<file path="config.mk">
export PLATFORM = sky130hd
export DESIGN_NAME = launcher_cocking_fire_sequencer_unit_flat
export DESIGN_NICKNAME = d
export VERILOG_FILES = /design/src/lcfs_pkg.sv /design/src/lcfs_if.sv /design/src/lcfs_step.sv /design/src/launcher_cocking_fire_sequencer_unit.sv /design/src/flat_wrapper.sv
export SDC_FILE = /design/constraint.sdc
export NUM_CORES = 1
export LEC_CHECK = 0
export CORE_UTILIZATION = 51
export DETAILED_ROUTE_END_ITERATION = 12
export DONT_BUFFER_PORTS = 1
export GPL_ROUTABILITY_DRIVEN = 1
export PLACE_DENSITY = 0.68
export SLEW_MARGIN = 20
export SYNTH_ARGS = -nofsm -noshare
export SYNTH_HDL_FRONTEND = slang
export SYNTH_SLANG_ARGS = --single-unit
</file>
<file path="constraint.sdc">
create_clock -name i_clk -period 2.46 [get_ports i_clk]
set_input_delay 0.123 -clock i_clk [delete_from_list [all_inputs] [get_ports i_clk]]
set_output_delay 0.123 -clock i_clk [all_outputs]
set_load 0.005 [all_outputs]
</file>
<file path="src/lcfs_pkg.sv">
// types and constants of the launcher cocking and fire sequencer
package lcfs_pkg;

    typedef enum logic [2:0] {
        MODE_OFF    = 3'd0,
        MODE_HOLD   = 3'd1,
        MODE_RESET  = 3'd2,
        MODE_COCKED = 3'd3,
        MODE_FIRE   = 3'd4
    } t_mode;

    // register index, taken from paddr[3:2]
    typedef enum logic [1:0] {
        REG_RESET_TICKS  = 2'd0,
        REG_LAUNCH_TICKS = 2'd1,
        REG_SLOW_DRIVE   = 2'd2
    } t_reg_idx;

    localparam int unsigned TICK_W  = 16;
    localparam int unsigned DRIVE_W = 8;
    localparam int unsigned PADDR_W = 4;
    localparam int unsigned PDATA_W = 32;

    localparam logic [TICK_W-1:0]         TICKS_MAX     = '1;
    localparam logic signed [DRIVE_W-1:0] FULL_REVERSE  = -8'sd127;
    localparam logic signed [DRIVE_W-1:0] DRIVE_MIN_RAW = -8'sd128;
    localparam logic signed [DRIVE_W-1:0] DRIVE_STOP    = 8'sd0;

    localparam logic [TICK_W-1:0]         RESET_TICKS_INIT  = 16'd50;
    localparam logic [TICK_W-1:0]         LAUNCH_TICKS_INIT = 16'd25;
    localparam logic signed [DRIVE_W-1:0] SLOW_DRIVE_INIT   = -8'sd40;

    typedef struct packed {
        logic trigger_pressed;
        logic safety_pressed;
        logic kill_a;
        logic kill_b;
        logic arm_ready;
        logic pulse_switch;
    } t_fields;

    typedef struct packed {
        logic [TICK_W-1:0]         reset_ticks;
        logic [TICK_W-1:0]         launch_ticks;
        logic signed [DRIVE_W-1:0] slow_drive;
    } t_cfg;

    typedef struct packed {
        t_mode                     mode;
        logic                      press_latched;
        logic                      pulse_seen;
        logic [TICK_W-1:0]         ticks_in_mode;
        logic signed [DRIVE_W-1:0] held_drive;
    } t_state;

endpackage

</file>
<file path="src/lcfs_if.sv">
// valid/ready channels for input words and result words
interface lcfs_in_if;
    logic valid;
    logic ready;
    logic trigger_pressed;
    logic safety_pressed;
    logic kill_a;
    logic kill_b;
    logic arm_ready;
    logic pulse_switch;

    modport source (
        output valid, trigger_pressed, safety_pressed, kill_a, kill_b, arm_ready,
               pulse_switch,
        input  ready
    );
    modport sink (
        input  valid, trigger_pressed, safety_pressed, kill_a, kill_b, arm_ready,
               pulse_switch,
        output ready
    );
endinterface

interface lcfs_out_if;
    logic              valid;
    logic              ready;
    logic signed [7:0] drive_value;
    logic [2:0]        mode_code;

    modport source (
        output valid, drive_value, mode_code,
        input  ready
    );
    modport sink (
        input  valid, drive_value, mode_code,
        output ready
    );
endinterface

</file>
<file path="src/lcfs_step.sv">
// next-state logic for one control tick
module lcfs_step (
    input  lcfs_pkg::t_state  i_state,
    input  lcfs_pkg::t_fields i_fields,
    input  lcfs_pkg::t_cfg    i_cfg,
    output lcfs_pkg::t_state  o_state
);

    logic                             kill;
    logic                             combo;
    logic                             buttons_free;
    logic signed [lcfs_pkg::DRIVE_W-1:0] slow_sat;

    assign kill         = i_fields.kill_a && i_fields.kill_b;
    assign combo        = i_fields.trigger_pressed && i_fields.safety_pressed;
    assign buttons_free = !i_fields.trigger_pressed && !i_fields.safety_pressed;
    assign slow_sat     = (i_cfg.slow_drive == lcfs_pkg::DRIVE_MIN_RAW) ?
                          lcfs_pkg::FULL_REVERSE : i_cfg.slow_drive;

    always_comb begin
        lcfs_pkg::t_mode nxt;
        logic            latch;
        logic            seen;
        logic signed [lcfs_pkg::DRIVE_W-1:0] drive;

        nxt   = i_state.mode;
        latch = i_state.press_latched;
        seen  = i_state.pulse_seen;
        drive = i_state.held_drive;

        case (i_state.mode)
            lcfs_pkg::MODE_OFF: begin
                drive = lcfs_pkg::DRIVE_STOP;
                if (latch && !i_fields.kill_a && !i_fields.kill_b) begin
                    latch = 1'b0;
                end
                if (kill && !latch) begin
                    latch = 1'b1;
                    nxt   = lcfs_pkg::MODE_HOLD;
                end
            end
            lcfs_pkg::MODE_HOLD: begin
                drive = lcfs_pkg::DRIVE_STOP;
                if (latch && buttons_free) begin
                    latch = 1'b0;
                end
                if (combo && !latch) begin
                    latch = 1'b1;
                    nxt   = lcfs_pkg::MODE_RESET;
                end
                if (kill) begin
                    nxt = lcfs_pkg::MODE_OFF;
                end
            end
            lcfs_pkg::MODE_RESET: begin
                drive = (i_state.ticks_in_mode < i_cfg.reset_ticks) ?
                        lcfs_pkg::FULL_REVERSE : slow_sat;
                if (i_fields.pulse_switch) begin
                    seen = 1'b1;
                end
                if (!i_fields.pulse_switch && seen) begin
                    nxt = lcfs_pkg::MODE_COCKED;
                end
                if (kill) begin
                    nxt = lcfs_pkg::MODE_OFF;
                end
                if (nxt != lcfs_pkg::MODE_RESET) begin
                    seen = 1'b0;
                end
            end
            lcfs_pkg::MODE_COCKED: begin
                drive = lcfs_pkg::DRIVE_STOP;
                if (latch && buttons_free) begin
                    latch = 1'b0;
                end
                if (combo && !latch && i_fields.arm_ready) begin
                    latch = 1'b1;
                    nxt   = lcfs_pkg::MODE_FIRE;
                end
                if (kill) begin
                    nxt = lcfs_pkg::MODE_OFF;
                end
            end
            lcfs_pkg::MODE_FIRE: begin
                if (i_state.ticks_in_mode < i_cfg.launch_ticks) begin
                    drive = lcfs_pkg::FULL_REVERSE;
                end else begin
                    nxt = lcfs_pkg::MODE_HOLD;
                end
                if (kill) begin
                    nxt = lcfs_pkg::MODE_OFF;
                end
            end
            default: begin
                nxt = lcfs_pkg::MODE_OFF;
            end
        endcase

        o_state.mode          = nxt;
        o_state.press_latched = latch;
        o_state.pulse_seen    = seen;
        o_state.held_drive    = drive;
        if (nxt != i_state.mode) begin
            o_state.ticks_in_mode = '0;
        end else if (i_state.ticks_in_mode != lcfs_pkg::TICKS_MAX) begin
            o_state.ticks_in_mode = i_state.ticks_in_mode + 1'b1;
        end else begin
            o_state.ticks_in_mode = i_state.ticks_in_mode;
        end
    end

endmodule

</file>
<file path="src/launcher_cocking_fire_sequencer_unit.sv">
// top level of the launcher cocking and fire sequencer
// an accepted word goes into the input register, its result word then into the result register
// throughput: one word per cycle while the receiver takes result words, set by the mode update
//   between the input register and the result register
// reset (i_rst_n low, synchronous): mode hold, press latch set, pulse latch
//   and tick count cleared, drive held at 0, registers back to defaults
module launcher_cocking_fire_sequencer_unit (
    input  logic                          i_clk,
    input  logic                          i_rst_n,
    lcfs_in_if.sink                       i_in,
    lcfs_out_if.source                    o_out,
    input  logic                          i_psel,
    input  logic                          i_penable,
    input  logic                          i_pwrite,
    input  logic [lcfs_pkg::PADDR_W-1:0]  i_paddr,
    input  logic [lcfs_pkg::PDATA_W-1:0]  i_pwdata,
    output logic [lcfs_pkg::PDATA_W-1:0]  o_prdata,
    output logic                          o_pready
);

    // configuration registers
    lcfs_pkg::t_cfg     r_cfg;
    lcfs_pkg::t_reg_idx reg_idx;
    logic               cfg_wr;

    // input stage: one word held while the mode update waits on the output
    logic               r_in_valid;
    lcfs_pkg::t_fields  r_in;
    lcfs_pkg::t_fields  in_fields;

    // sequencer state and result register
    lcfs_pkg::t_state   r_state;
    lcfs_pkg::t_state   n_state;
    logic               r_out_valid;
    logic signed [lcfs_pkg::DRIVE_W-1:0] r_out_drive;
    lcfs_pkg::t_mode    r_out_mode;

    logic               advance;
    logic               in_ready;

    // apb side, always ready, register picked by word address
    assign o_pready = 1'b1;
    assign reg_idx  = lcfs_pkg::t_reg_idx'(i_paddr[3:2]);
    assign cfg_wr   = i_psel && i_penable && i_pwrite;

    always_ff @(posedge i_clk) begin
        if (!i_rst_n) begin
            r_cfg.reset_ticks  <= lcfs_pkg::RESET_TICKS_INIT;
            r_cfg.launch_ticks <= lcfs_pkg::LAUNCH_TICKS_INIT;
            r_cfg.slow_drive   <= lcfs_pkg::SLOW_DRIVE_INIT;
        end else if (cfg_wr) begin
            case (reg_idx)
                lcfs_pkg::REG_RESET_TICKS: begin
                    r_cfg.reset_ticks <= i_pwdata[lcfs_pkg::TICK_W-1:0];
                end
                lcfs_pkg::REG_LAUNCH_TICKS: begin
                    r_cfg.launch_ticks <= i_pwdata[lcfs_pkg::TICK_W-1:0];
                end
                lcfs_pkg::REG_SLOW_DRIVE: begin
                    r_cfg.slow_drive <= i_pwdata[lcfs_pkg::DRIVE_W-1:0];
                end
                default: begin
                    // unmapped address, write dropped
                end
            endcase
        end
    end

    always_comb begin
        case (reg_idx)
            lcfs_pkg::REG_RESET_TICKS: begin
                o_prdata = {{(lcfs_pkg::PDATA_W-lcfs_pkg::TICK_W){1'b0}},
                            r_cfg.reset_ticks};
            end
            lcfs_pkg::REG_LAUNCH_TICKS: begin
                o_prdata = {{(lcfs_pkg::PDATA_W-lcfs_pkg::TICK_W){1'b0}},
                            r_cfg.launch_ticks};
            end
            lcfs_pkg::REG_SLOW_DRIVE: begin
                o_prdata = {{(lcfs_pkg::PDATA_W-lcfs_pkg::DRIVE_W){1'b0}},
                            r_cfg.slow_drive};
            end
            default: begin
                o_prdata = '0;
            end
        endcase
    end

    // pipeline control: the result register moves when empty or taken,
    // the input register moves when empty or when its word moves on
    assign advance    = !r_out_valid || o_out.ready;
    assign in_ready   = !r_in_valid || advance;
    assign i_in.ready = in_ready;

    assign in_fields.trigger_pressed = i_in.trigger_pressed;
    assign in_fields.safety_pressed  = i_in.safety_pressed;
    assign in_fields.kill_a          = i_in.kill_a;
    assign in_fields.kill_b          = i_in.kill_b;
    assign in_fields.arm_ready       = i_in.arm_ready;
    assign in_fields.pulse_switch    = i_in.pulse_switch;

    always_ff @(posedge i_clk) begin
        if (!i_rst_n) begin
            r_in_valid <= 1'b0;
        end else if (in_ready) begin
            r_in_valid <= i_in.valid;
        end
    end

    // payload needs no reset
    always_ff @(posedge i_clk) begin
        if (in_ready && i_in.valid) begin
            r_in <= in_fields;
        end
    end

    // one control tick of the mode sequencer
    lcfs_step u_step (
        .i_state  (r_state),
        .i_fields (r_in),
        .i_cfg    (r_cfg),
        .o_state  (n_state)
    );

    // state commits only when the tick's result word is written
    always_ff @(posedge i_clk) begin
        if (!i_rst_n) begin
            r_state.mode          <= lcfs_pkg::MODE_HOLD;
            r_state.press_latched <= 1'b1;
            r_state.pulse_seen    <= 1'b0;
            r_state.ticks_in_mode <= '0;
            r_state.held_drive    <= lcfs_pkg::DRIVE_STOP;
            r_out_valid           <= 1'b0;
        end else if (advance) begin
            r_out_valid <= r_in_valid;
            if (r_in_valid) begin
                r_state <= n_state;
            end
        end
    end

    always_ff @(posedge i_clk) begin
        if (advance && r_in_valid) begin
            r_out_drive <= n_state.held_drive;
            r_out_mode  <= n_state.mode;
        end
    end

    assign o_out.valid       = r_out_valid;
    assign o_out.drive_value = r_out_drive;
    assign o_out.mode_code   = r_out_mode;

endmodule

</file>
<file path="src/flat_wrapper.sv">
// flat-port wrapper written by rule: the top's interface ports become plain ports
module launcher_cocking_fire_sequencer_unit_flat 
  (i_clk, i_rst_n, i_psel, i_penable, i_pwrite, i_paddr, i_pwdata, o_prdata, o_pready, i_in_valid, i_in_trigger_pressed, i_in_safety_pressed, i_in_kill_a, i_in_kill_b, i_in_arm_ready, i_in_pulse_switch, i_in_ready, o_out_valid, o_out_drive_value, o_out_mode_code, o_out_ready);
  lcfs_in_if i_in_i ();
  lcfs_out_if o_out_i ();
  input  logic i_clk;
  input  logic i_rst_n;
  input  logic i_psel;
  input  logic i_penable;
  input  logic i_pwrite;
  input  logic [lcfs_pkg::PADDR_W-1:0] i_paddr;
  input  logic [lcfs_pkg::PDATA_W-1:0] i_pwdata;
  output logic [lcfs_pkg::PDATA_W-1:0] o_prdata;
  output logic o_pready;
  input wire logic [$bits(i_in_i.valid)-1:0] i_in_valid;
  input wire logic [$bits(i_in_i.trigger_pressed)-1:0] i_in_trigger_pressed;
  input wire logic [$bits(i_in_i.safety_pressed)-1:0] i_in_safety_pressed;
  input wire logic [$bits(i_in_i.kill_a)-1:0] i_in_kill_a;
  input wire logic [$bits(i_in_i.kill_b)-1:0] i_in_kill_b;
  input wire logic [$bits(i_in_i.arm_ready)-1:0] i_in_arm_ready;
  input wire logic [$bits(i_in_i.pulse_switch)-1:0] i_in_pulse_switch;
  output wire logic [$bits(i_in_i.ready)-1:0] i_in_ready;
  output wire logic [$bits(o_out_i.valid)-1:0] o_out_valid;
  output wire logic [$bits(o_out_i.drive_value)-1:0] o_out_drive_value;
  output wire logic [$bits(o_out_i.mode_code)-1:0] o_out_mode_code;
  input wire logic [$bits(o_out_i.ready)-1:0] o_out_ready;
  assign i_in_i.valid = i_in_valid;
  assign i_in_i.trigger_pressed = i_in_trigger_pressed;
  assign i_in_i.safety_pressed = i_in_safety_pressed;
  assign i_in_i.kill_a = i_in_kill_a;
  assign i_in_i.kill_b = i_in_kill_b;
  assign i_in_i.arm_ready = i_in_arm_ready;
  assign i_in_i.pulse_switch = i_in_pulse_switch;
  assign i_in_ready = i_in_i.ready;
  assign o_out_valid = o_out_i.valid;
  assign o_out_drive_value = o_out_i.drive_value;
  assign o_out_mode_code = o_out_i.mode_code;
  assign o_out_i.ready = o_out_ready;
  launcher_cocking_fire_sequencer_unit u_core (.i_clk(i_clk), .i_rst_n(i_rst_n), .i_in(i_in_i), .o_out(o_out_i), .i_psel(i_psel), .i_penable(i_penable), .i_pwrite(i_pwrite), .i_paddr(i_paddr), .i_pwdata(i_pwdata), .o_prdata(o_prdata), .o_pready(o_pready));
endmodule
</file>
==> metrics.txt, run 1 <==
# TYPE chip_impl_metric gauge
chip_impl_info{name="status",value="complete, but fails checks"} 1
chip_impl_info{name="violations_in_the_final_reports",value="setup timing"} 1
chip_impl_metric{name="fillerInstances",unit=""} 736
chip_impl_metric{name="gp_routability_congestion",unit=""} 0.838
chip_impl_metric{name="max_slew.worst_pin.slew",unit="ns"} 0.739
chip_impl_metric{name="grt_start_max_net_pins",unit=""} 39
chip_impl_metric{name="seqCellArea",unit="um^2"} 1950
chip_impl_metric{name="synthesis.instances",unit=""} 569
chip_impl_metric{name="number_of_max_slew_violations_in_the_final_report",unit=""} 0
chip_impl_info{name="synth.area.top_cells",value="sky130_fd_sc_hd__dfxtp_1, sky130_fd_sc_hd__edfxtp_1, sky130_fd_sc_hd__ha_1"} 1
chip_impl_metric{name="peak_supply_drop",unit="uV"} 272
chip_impl_metric{name="dr.pass1.iters",unit=""} 5
chip_impl_info{name="worstHoldPathType",value="in -> reg"} 1
chip_impl_metric{name="wl_per_cell",unit="um"} 16.5
chip_impl_metric{name="final_cells",unit=""} 761
chip_impl_metric{name="io_pins",unit=""} 95
chip_impl_metric{name="min_period_over_period",unit="%"} 109
chip_impl_metric{name="mappedNetlistArea",unit="um^2"} 4810
chip_impl_metric{name="synth_area_per_cell",unit="um^2"} 8.45
chip_impl_metric{name="die_area",unit="um^2"} 9830
chip_impl_metric{name="first_iter_violations",unit=""} 308
chip_impl_metric{name="timing.slew.headroom",unit="%"} 50.6
chip_impl_metric{name="buffer_depth_of_the_longest_clock_path",unit=""} 2
chip_impl_metric{name="insertedDiodeCount",unit=""} 0
chip_impl_info{name="cts-root-buf",value="sky130_fd_sc_hd__clkbuf_8"} 1
chip_impl_metric{name="fmax",unit="GHz"} 0.371
chip_impl_metric{name="input_output_buffers",unit=""} 0
chip_impl_info{name="synth_most_common_cell",value="sky130_fd_sc_hd__nand2_1"} 1
chip_impl_metric{name="critPathArrivalTime",unit="ns"} 2.98
chip_impl_metric{name="placed_cells_incl_taps",unit=""} 709
chip_impl_metric{name="area_growth_syn_to_layout",unit="%"} 25.6
chip_impl_metric{name="routed_wl",unit="um"} 12500
chip_impl_metric{name="grt-ovfl-total",unit=""} 0
chip_impl_metric{name="final_hold_viol_count",unit=""} 0
chip_impl_metric{name="netlist-cell-type-count",unit=""} 60
chip_impl_info{name="end_kind",value="flip-flop"} 1
chip_impl_metric{name="static-leakage-power",unit="uW"} 0.00249
chip_impl_metric{name="finClkSkew",unit="ns"} 0.0138
chip_impl_metric{name="worst_r2r_path_depth",unit=""} 12
chip_impl_metric{name="setup_viol",unit=""} 28
chip_impl_metric{name="synthesis.yosys.warnings",unit=""} 0
chip_impl_info{name="critical_path.startpoint_type",value="flip-flop"} 1
chip_impl_metric{name="async_reset_ff_share",unit="%"} 0
chip_impl_metric{name="via_count",unit=""} 4259
chip_impl_metric{name="max-cap-violations",unit=""} 0
chip_impl_metric{name="post_drt_via_cell_ratio",unit=""} 5.60
chip_impl_metric{name="die-width",unit="um"} 99.1
chip_impl_metric{name="number_of_synthesized_flops_with_an_enable_pin",unit=""} 17
chip_impl_metric{name="hold_depth",unit=""} 3
chip_impl_metric{name="vias_in_the_first_global_route",unit=""} 4113
chip_impl_info{name="path_class",value="reg -> reg"} 1
chip_impl_info{name="netlist.top_cell.by_area",value="sky130_fd_sc_hd__dfxtp_1"} 1
chip_impl_metric{name="insertion_delay",unit="ns"} 0.37
chip_impl_info{name="top_cells_by_instance_count_after_synthesis",value="sky130_fd_sc_hd__nand2_1, sky130_fd_sc_hd__dfxtp_1, sky130_fd_sc_hd__a21oi_1, sky130_fd_sc_hd__nor2_1, sky130_fd_sc_hd__inv_1"} 1
chip_impl_metric{name="antenna_violations_before_repair",unit=""} 0
chip_impl_metric{name="totalPowerFinal",unit="uW"} 2940
chip_impl_metric{name="start_util",unit="%"} 52.3
chip_impl_metric{name="synth_seq_area_share",unit="%"} 40.2
chip_impl_metric{name="cts_num_sinks",unit=""} 88
chip_impl_metric{name="drive_above_1_share",unit="%"} 21.8
chip_impl_info{name="grt_setup_unrepaired",value="yes"} 1
chip_impl_info{name="synth-main-ff-cell",value="sky130_fd_sc_hd__dfxtp_1"} 1
chip_impl_info{name="tritoncts",value="yes"} 1
chip_impl_metric{name="grt_pass1_wl",unit="um"} 20100
chip_impl_metric{name="timing.final.ws_setup",unit="ns"} -0.233
chip_impl_metric{name="cts_made_buffers",unit=""} 9
chip_impl_metric{name="final_antenna_net_count",unit=""} 0
chip_impl_metric{name="core_area",unit="um^2"} 9200
chip_impl_metric{name="multiInputGateArea",unit="um^2"} 2810
chip_impl_metric{name="total_half_perimeter_wirelength_after_legalization_and_detailed_placement",unit="um"} 8570
chip_impl_metric{name="globalRouteTotalUtil",unit="%"} 26.0
chip_impl_metric{name="fp-row-count",unit=""} 35
chip_impl_metric{name="htree_levels",unit=""} 3
chip_impl_metric{name="post-route-min-period",unit="ns"} 2.69
chip_impl_metric{name="ys_seq_elements",unit=""} 88
chip_impl_metric{name="critical_path_required",unit="ns"} 2.75
chip_impl_metric{name="detail_route.drc_violations",unit=""} 0
chip_impl_metric{name="synth_largest_type_area_fraction",unit="%"} 29.5
chip_impl_metric{name="clk_transition_reported_paths",unit="ns"} 0.09
chip_impl_metric{name="critPathMaxFanout",unit=""} 6
chip_impl_metric{name="layout.nets",unit=""} 725
chip_impl_metric{name="die_height",unit="um"} 99.1
chip_impl_metric{name="power_density_over_the_cells",unit="nW/um^2"} 486
chip_impl_metric{name="utilization",unit="%"} 65.7
## state kept, by name, summed over array words and instances (netlist names)
| name | cells |
|---|---|
| u_core.o_out.drive_value | 8 |
| u_core.r_state | 29 |
| u_core.o_out.mode_code | 3 |
| u_core.r_in_valid | 1 |
| u_core.r_in | 6 |
| u_core.r_cfg | 40 |
| u_core.o_out.valid | 1 |
## per-layer routing
metal,global-route usage [%],routed length [um]
met2,43.4,6140
met1,34.0,5490
met4,8.37,256
met3,5.06,654
met5,0,0
## path summary, 6_finish.rpt
kind                                           end  slack (ns)              from
worst min register to register    u_core.r_cfg[31]        0.48  u_core.r_cfg[31]
worst min-delay path             u_core.r_state[8]        0.11           i_rst_n
worst max-delay path            u_core.r_state[22]       -0.23  u_core.r_cfg[18]
worst max register to register  u_core.r_state[22]       -0.23  u_core.r_cfg[18]
## cell families (layout without fill, tap and decap cells)
kind of cell	Yosys count	count (layout)	share of synthesized area [%]
AOI/OAI and AO/OA	131	131	17.2
xor gates and xnor gates	3	3	0.546
adders and majority gates	31	31	8.06
buffers and inverters	77	143	7.70
DFF	88	88	40.2
muxes	25	25	5.20
other	2	17	0.156
and+or+nand+nor	212	212	20.9
## through the flow
step | TNS [ns] | setup slack, ns | hold WS, ns | instance area, um^2
floorplan | 0 | 0.0581 | 0.212 | 4870
global placement | -2.35 | -0.197 | 0.193 | 5200
detailed placement | -3.81 | -0.293 | 0.193 | 5200
CTS | -1.52 | -0.148 | 0.00205 | 5920
global route | -4.82 | -0.334 | 0.111 | 6040
finish | -2.59 | -0.233 | 0.108 | 6040
## power by group
part	internal, uW	total (uW)	switching (uW)
Clock	582	1150	566
Sequential	1500	1520	22.0
Combinational	120	268	148
## area by class of cell
| class | instances | area share, % |
|---|---|---|
| inverters | 37 | 2.30 |
| repair buffers | 90 | 13.0 |
| well taps | 111 | 2.30 |
| clock inverters | 6 | 1.55 |
| clock buffers | 10 | 2.11 |
| multi-input cells | 419 | 46.4 |
| flip-flops and latches | 88 | 32.3 |
## critical path, stage by stage (launching register included)
cell and delay (ns):
sky130_fd_sc_hd__dfxtp_2 0.36, sky130_fd_sc_hd__inv_1 0.06, sky130_fd_sc_hd__ha_1 0.29, sky130_fd_sc_hd__nand2_2 0.11
sky130_fd_sc_hd__nor3_2 0.07, sky130_fd_sc_hd__nor4_2 0.36, sky130_fd_sc_hd__a21boi_4 0.34, sky130_fd_sc_hd__o21ai_4 0.09
sky130_fd_sc_hd__a2111oi_4 0.34, sky130_fd_sc_hd__buf_4 0.22, sky130_fd_sc_hd__buf_12 0.13, sky130_fd_sc_hd__nor4_4 0.04
sky130_fd_sc_hd__a211oi_2 0.21
## repair_timing
item,in CTS,in global routing
endpoints found under the setup margin,28,29
hold buffers,29,1
gates cloned,2,0
endpoints found under the hold margin,55,1
buffers inserted,3,2
pin swaps,23,18
resized for setup,27,35
## cell usage in the layout (no fill, tap or decap), types with 7 or more instances in the layout
cell type / count
sky130_fd_sc_hd__nand4_1: 10
sky130_fd_sc_hd__a21o_1: 7
sky130_fd_sc_hd__edfxtp_1: 17
sky130_fd_sc_hd__a21oi_2: 7
sky130_fd_sc_hd__o21ai_1: 9
sky130_fd_sc_hd__ha_1: 25
sky130_fd_sc_hd__nand2_1: 94
sky130_fd_sc_hd__dfxtp_1: 57
sky130_fd_sc_hd__conb_1: 17
sky130_fd_sc_hd__o21ai_0: 20
sky130_fd_sc_hd__nor2_1: 41
sky130_fd_sc_hd__mux2i_1: 25
sky130_fd_sc_hd__or3_1: 9
sky130_fd_sc_hd__dlygate4sd3_1: 30
sky130_fd_sc_hd__nand3_1: 15
sky130_fd_sc_hd__a21oi_1: 44
sky130_fd_sc_hd__dfxtp_2: 14
sky130_fd_sc_hd__buf_4: 57
sky130_fd_sc_hd__inv_1: 30
sky130_fd_sc_hd__clkbuf_8: 9
Power figures use the tool's default switching activity.
==> inputs of run 2 (changes only) <==
SYNTH_HIERARCHICAL = 1   (was unset)
==> run 2 against run 1 <==
  * The flow now finishes without violations
  * First-iteration DRC count increased by 13%
  * Area after synthesis increased by 13%
  * Critical path depth decreased by 2
  * Flip-flop and latch count unchanged
  * Worst hold slack got worse by 0.082 ns
==> metrics.txt, run 2 <==
# TYPE chip_impl_metric gauge
chip_impl_metric{name="drive_above_1_share",unit="%"} 13.7
chip_impl_metric{name="grt_start_max_net_pins",unit=""} 55
chip_impl_metric{name="critPathArrivalTime",unit="ns"} 2.74
chip_impl_info{name="critPathTopFamily",value="compound AO/OA/AOI/OAI gates"} 1
chip_impl_metric{name="start_util",unit="%"} 52.8
chip_impl_metric{name="number_of_synthesized_flops_with_an_enable_pin",unit=""} 17
chip_impl_metric{name="routed_wl",unit="um"} 14500
chip_impl_info{name="status",value="finished clean"} 1
chip_impl_metric{name="hold_depth",unit=""} 2
chip_impl_metric{name="synth_area_per_cell",unit="um^2"} 8.59
chip_impl_metric{name="critPathMaxStageDelay",unit="ns"} 0.43
chip_impl_metric{name="post-route-min-period",unit="ns"} 2.44
chip_impl_info{name="critical_path.reg2reg.endpoint",value="u_core/r_state[13]"} 1
chip_impl_metric{name="dr.pass1.iters",unit=""} 5
chip_impl_info{name="netlist.top_cell.by_area",value="sky130_fd_sc_hd__dfxtp_1"} 1
chip_impl_metric{name="worst_r2r_path_depth",unit=""} 10
chip_impl_metric{name="synth_largest_type_area_fraction",unit="%"} 26.1
chip_impl_metric{name="largest_reg_flops",unit=""} 40
chip_impl_metric{name="final.setup.tns",unit="ns"} 0
chip_impl_metric{name="final_antenna_net_count",unit=""} 0
chip_impl_metric{name="mappedNetlistArea",unit="um^2"} 5450
chip_impl_info{name="top_register",value="u_core/r_cfg"} 1
chip_impl_metric{name="io_pins",unit=""} 95
chip_impl_metric{name="synth_seq_area_share",unit="%"} 35.5
chip_impl_metric{name="critical_path_required",unit="ns"} 2.76
chip_impl_metric{name="fillerInstances",unit=""} 835
chip_impl_info{name="top_cells_by_instance_count_after_synthesis",value="sky130_fd_sc_hd__nand2_1, sky130_fd_sc_hd__dfxtp_1, sky130_fd_sc_hd__mux2i_1, sky130_fd_sc_hd__o21ai_0, sky130_fd_sc_hd__nand3_1"} 1
chip_impl_metric{name="die_height",unit="um"} 105
chip_impl_metric{name="grt-ovfl-total",unit=""} 0
chip_impl_metric{name="insertion_delay",unit="ns"} 0.38
chip_impl_metric{name="critPathMaxFanout",unit=""} 6
chip_impl_metric{name="input_output_buffers",unit=""} 0
chip_impl_metric{name="fmax",unit="GHz"} 0.410
chip_impl_metric{name="gp_routability_congestion",unit=""} 0.880
chip_impl_metric{name="grt_pass1_wl",unit="um"} 23400
chip_impl_metric{name="vias_in_the_first_global_route",unit=""} 4844
chip_impl_metric{name="total_half_perimeter_wirelength_after_legalization_and_detailed_placement",unit="um"} 8840
chip_impl_metric{name="netlist-cell-type-count",unit=""} 60
chip_impl_metric{name="max_slew.worst_pin.slew",unit="ns"} 0.965
chip_impl_metric{name="area_growth_syn_to_layout",unit="%"} 24.7
chip_impl_metric{name="cts_num_sinks",unit=""} 88
chip_impl_metric{name="reg2reg_setup_slack",unit="ns"} 0.02
chip_impl_info{name="worst_hold_path.endpoint",value="u_core/r_cfg[39]"} 1
chip_impl_metric{name="final_hold_viol_count",unit=""} 0
chip_impl_metric{name="timing.slew.headroom",unit="%"} 35.4
chip_impl_metric{name="clk_transition_reported_paths",unit="ns"} 0.09
chip_impl_metric{name="synthesis.yosys.warnings",unit=""} 6
chip_impl_info{name="cell_chain_critical_path",value="ha_4 > a21o_1 > a211oi_2 > o21ai_2 > a21boi_4 > a41oi_4 > buf_4 > nor2_1 > nand3_1 > a21boi_0"} 1
chip_impl_metric{name="synthesis.instances",unit=""} 634
chip_impl_metric{name="setup_viol",unit=""} 0
chip_impl_metric{name="detail_route.drc_violations",unit=""} 0
chip_impl_info{name="critPathSlowestCell",value="sky130_fd_sc_hd__dfxtp_1"} 1
chip_impl_metric{name="die_area",unit="um^2"} 11100
chip_impl_metric{name="peak_supply_drop",unit="uV"} 432
chip_impl_metric{name="max-cap-violations",unit=""} 0
chip_impl_metric{name="buffer_depth_of_the_longest_clock_path",unit=""} 2
chip_impl_info{name="path_class",value="reg -> reg"} 1
chip_impl_info{name="worstReg2RegStart",value="u_core/r_state[14]"} 1
chip_impl_metric{name="layout.nets",unit=""} 803
chip_impl_metric{name="antenna_violations_before_repair",unit=""} 0
chip_impl_info{name="grt_setup_unrepaired",value="yes"} 1
chip_impl_info{name="cts-root-buf",value="sky130_fd_sc_hd__clkbuf_8"} 1
chip_impl_metric{name="htree_levels",unit=""} 3
chip_impl_metric{name="first_iter_violations",unit=""} 347
chip_impl_info{name="synth.area.top_cells",value="sky130_fd_sc_hd__dfxtp_1, sky130_fd_sc_hd__mux2i_1, sky130_fd_sc_hd__edfxtp_1"} 1
chip_impl_metric{name="fp-row-count",unit=""} 37
chip_impl_info{name="tritoncts",value="yes"} 1
chip_impl_info{name="worstHoldPathType",value="in -> reg"} 1
chip_impl_info{name="end_kind",value="flip-flop"} 1
chip_impl_metric{name="insertedDiodeCount",unit=""} 0
chip_impl_metric{name="power_density_over_the_cells",unit="nW/um^2"} 410
chip_impl_info{name="critical_path.startpoint_type",value="flip-flop"} 1
chip_impl_metric{name="static-leakage-power",unit="uW"} 0.00273
chip_impl_metric{name="die-width",unit="um"} 105
chip_impl_metric{name="wp_buf_inv",unit=""} 1
chip_impl_metric{name="wl_per_cell",unit="um"} 16.8
chip_impl_metric{name="finClkSkew",unit="ns"} 0.0126
chip_impl_info{name="most-common-layout-cells",value="sky130_fd_sc_hd__nand2_1, sky130_fd_sc_hd__dlygate4sd3_1, sky130_fd_sc_hd__dfxtp_1"} 1
chip_impl_metric{name="core_area",unit="um^2"} 10300
chip_impl_metric{name="number_of_max_slew_violations_in_the_final_report",unit=""} 0
chip_impl_info{name="synth_most_common_cell",value="sky130_fd_sc_hd__nand2_1"} 1
chip_impl_metric{name="ys_seq_elements",unit=""} 88
chip_impl_info{name="synth-main-ff-cell",value="sky130_fd_sc_hd__dfxtp_1"} 1
chip_impl_info{name="hold_start",value="i_paddr[3]"} 1
chip_impl_metric{name="async_reset_ff_share",unit="%"} 0
chip_impl_metric{name="totalPowerFinal",unit="uW"} 2790
chip_impl_metric{name="timing.final.ws_setup",unit="ns"} 0.0194
chip_impl_metric{name="cts_made_buffers",unit=""} 9
chip_impl_metric{name="dp_slack",unit="ns"} -0.146
chip_impl_metric{name="min_period_over_period",unit="%"} 99.2
chip_impl_metric{name="via_count",unit=""} 5034
chip_impl_metric{name="post_drt_via_cell_ratio",unit=""} 5.83
chip_impl_metric{name="globalRouteTotalUtil",unit="%"} 26.5
chip_impl_info{name="layout.cells.most_common",value="sky130_fd_sc_hd__nand2_1"} 1
run 2: changes by cell type in the layout (fill, tap and decap cells not counted), sizes merged, moves of 14 or more:
cell | before | now
nand3 | 15 | 46
dlygate4sd3 | 30 | 69
nand2 | 95 | 77
a21oi | 51 | 22
o21ai | 33 | 55
mux2i | 25 | 54
a21boi | 3 | 30
nor2 | 42 | 28
run 2: area by class of cell:
cell class | count | area (um^2) | area share (%)
clock buffer | 12 | 135 | 1.99
clock inverter | 4 | 45.0 | 0.663
inverter | 41 | 154 | 2.26
multi-input combinational | 465 | 3270 | 48.2
sequential | 88 | 1940 | 28.5
tap | 136 | 170 | 2.50
timing repair buffer | 118 | 1080 | 15.9
run 2: through the flow:
step           hold WS (ns)  cells  utilization (%)  area [um^2]
3_3_place_gp          0.204    773             55.2         5690
6_report             0.0265    864             65.8         6800
4_1_cts             0.00924    861             64.3         6640
2_1_floorplan         0.222    649                -         5500
3_5_place_dp          0.209    773             55.2         5690
5_1_grt              0.0138    864             65.8         6800
run 2: what timing repair did:
| item | CTS | global route |
|---|---|---|
| gates cloned | 1 | 0 |
| hold buffers | 70 | 0 |
| endpoints found under the setup margin | 22 | 33 |
| setup buffers | 1 | 3 |
| resized for setup | 9 | 37 |
| pin swaps | 3 | 11 |
| hold endpoints to repair | 77 | 0 |
run 2: how the worst max path moves through the flow:
stage	start	to	slack [ns]	cells after the start
5_1_grt	u_core/r_cfg[23]	u_core/r_state[23]	-0.08	10
3_5_place_dp	u_core/r_cfg[14]	u_core/r_state[15]	-0.15	11
4_1_cts	u_core/r_cfg[14]	u_core/r_state[15]	-0.01	11
6_report	u_core/r_state[14]	u_core/r_state[13]	0.02	10
2_1_floorplan	u_core/r_state[23]	u_core/r_state[20]	0.23	10
3_3_place_gp	u_core/r_cfg[23]	u_core/r_state[15]	-0.02	11
run 2: logic make-up (layout without fill, tap and decap cells):
kind of cell	Yosys count	after routing	share of synthesized area, %
AND/OR/NAND/NOR	202	202	18.4
buffers and inverters	97	175	8.52
XOR/XNOR	9	9	1.45
multiplexers	54	54	9.92
flip-flops	88	88	35.5
AO/OA/AOI/OAI	151	152	19.0
adder cells (fa/ha/maj)	31	31	7.12
other	2	17	0.138
run 2: metal layers:
metal / routed length [um] / up-vias / track usage (%)
met4: 286 / 0 / 8.35
met5: 0 / - / 0
met3: 773 / 20 / 5.63
li1: - / 2395 / -
met2: 7050 / 173 / 44.9
met1: 6370 / 2446 / 33.6
run 2: report_power, final:
group          internal, uW  switching (uW)  leakage, uW
clock network           465             519    0.0000857
registers              1500            22.8     0.000741
logic                   132             151      0.00190
total                  2090             693      0.00273
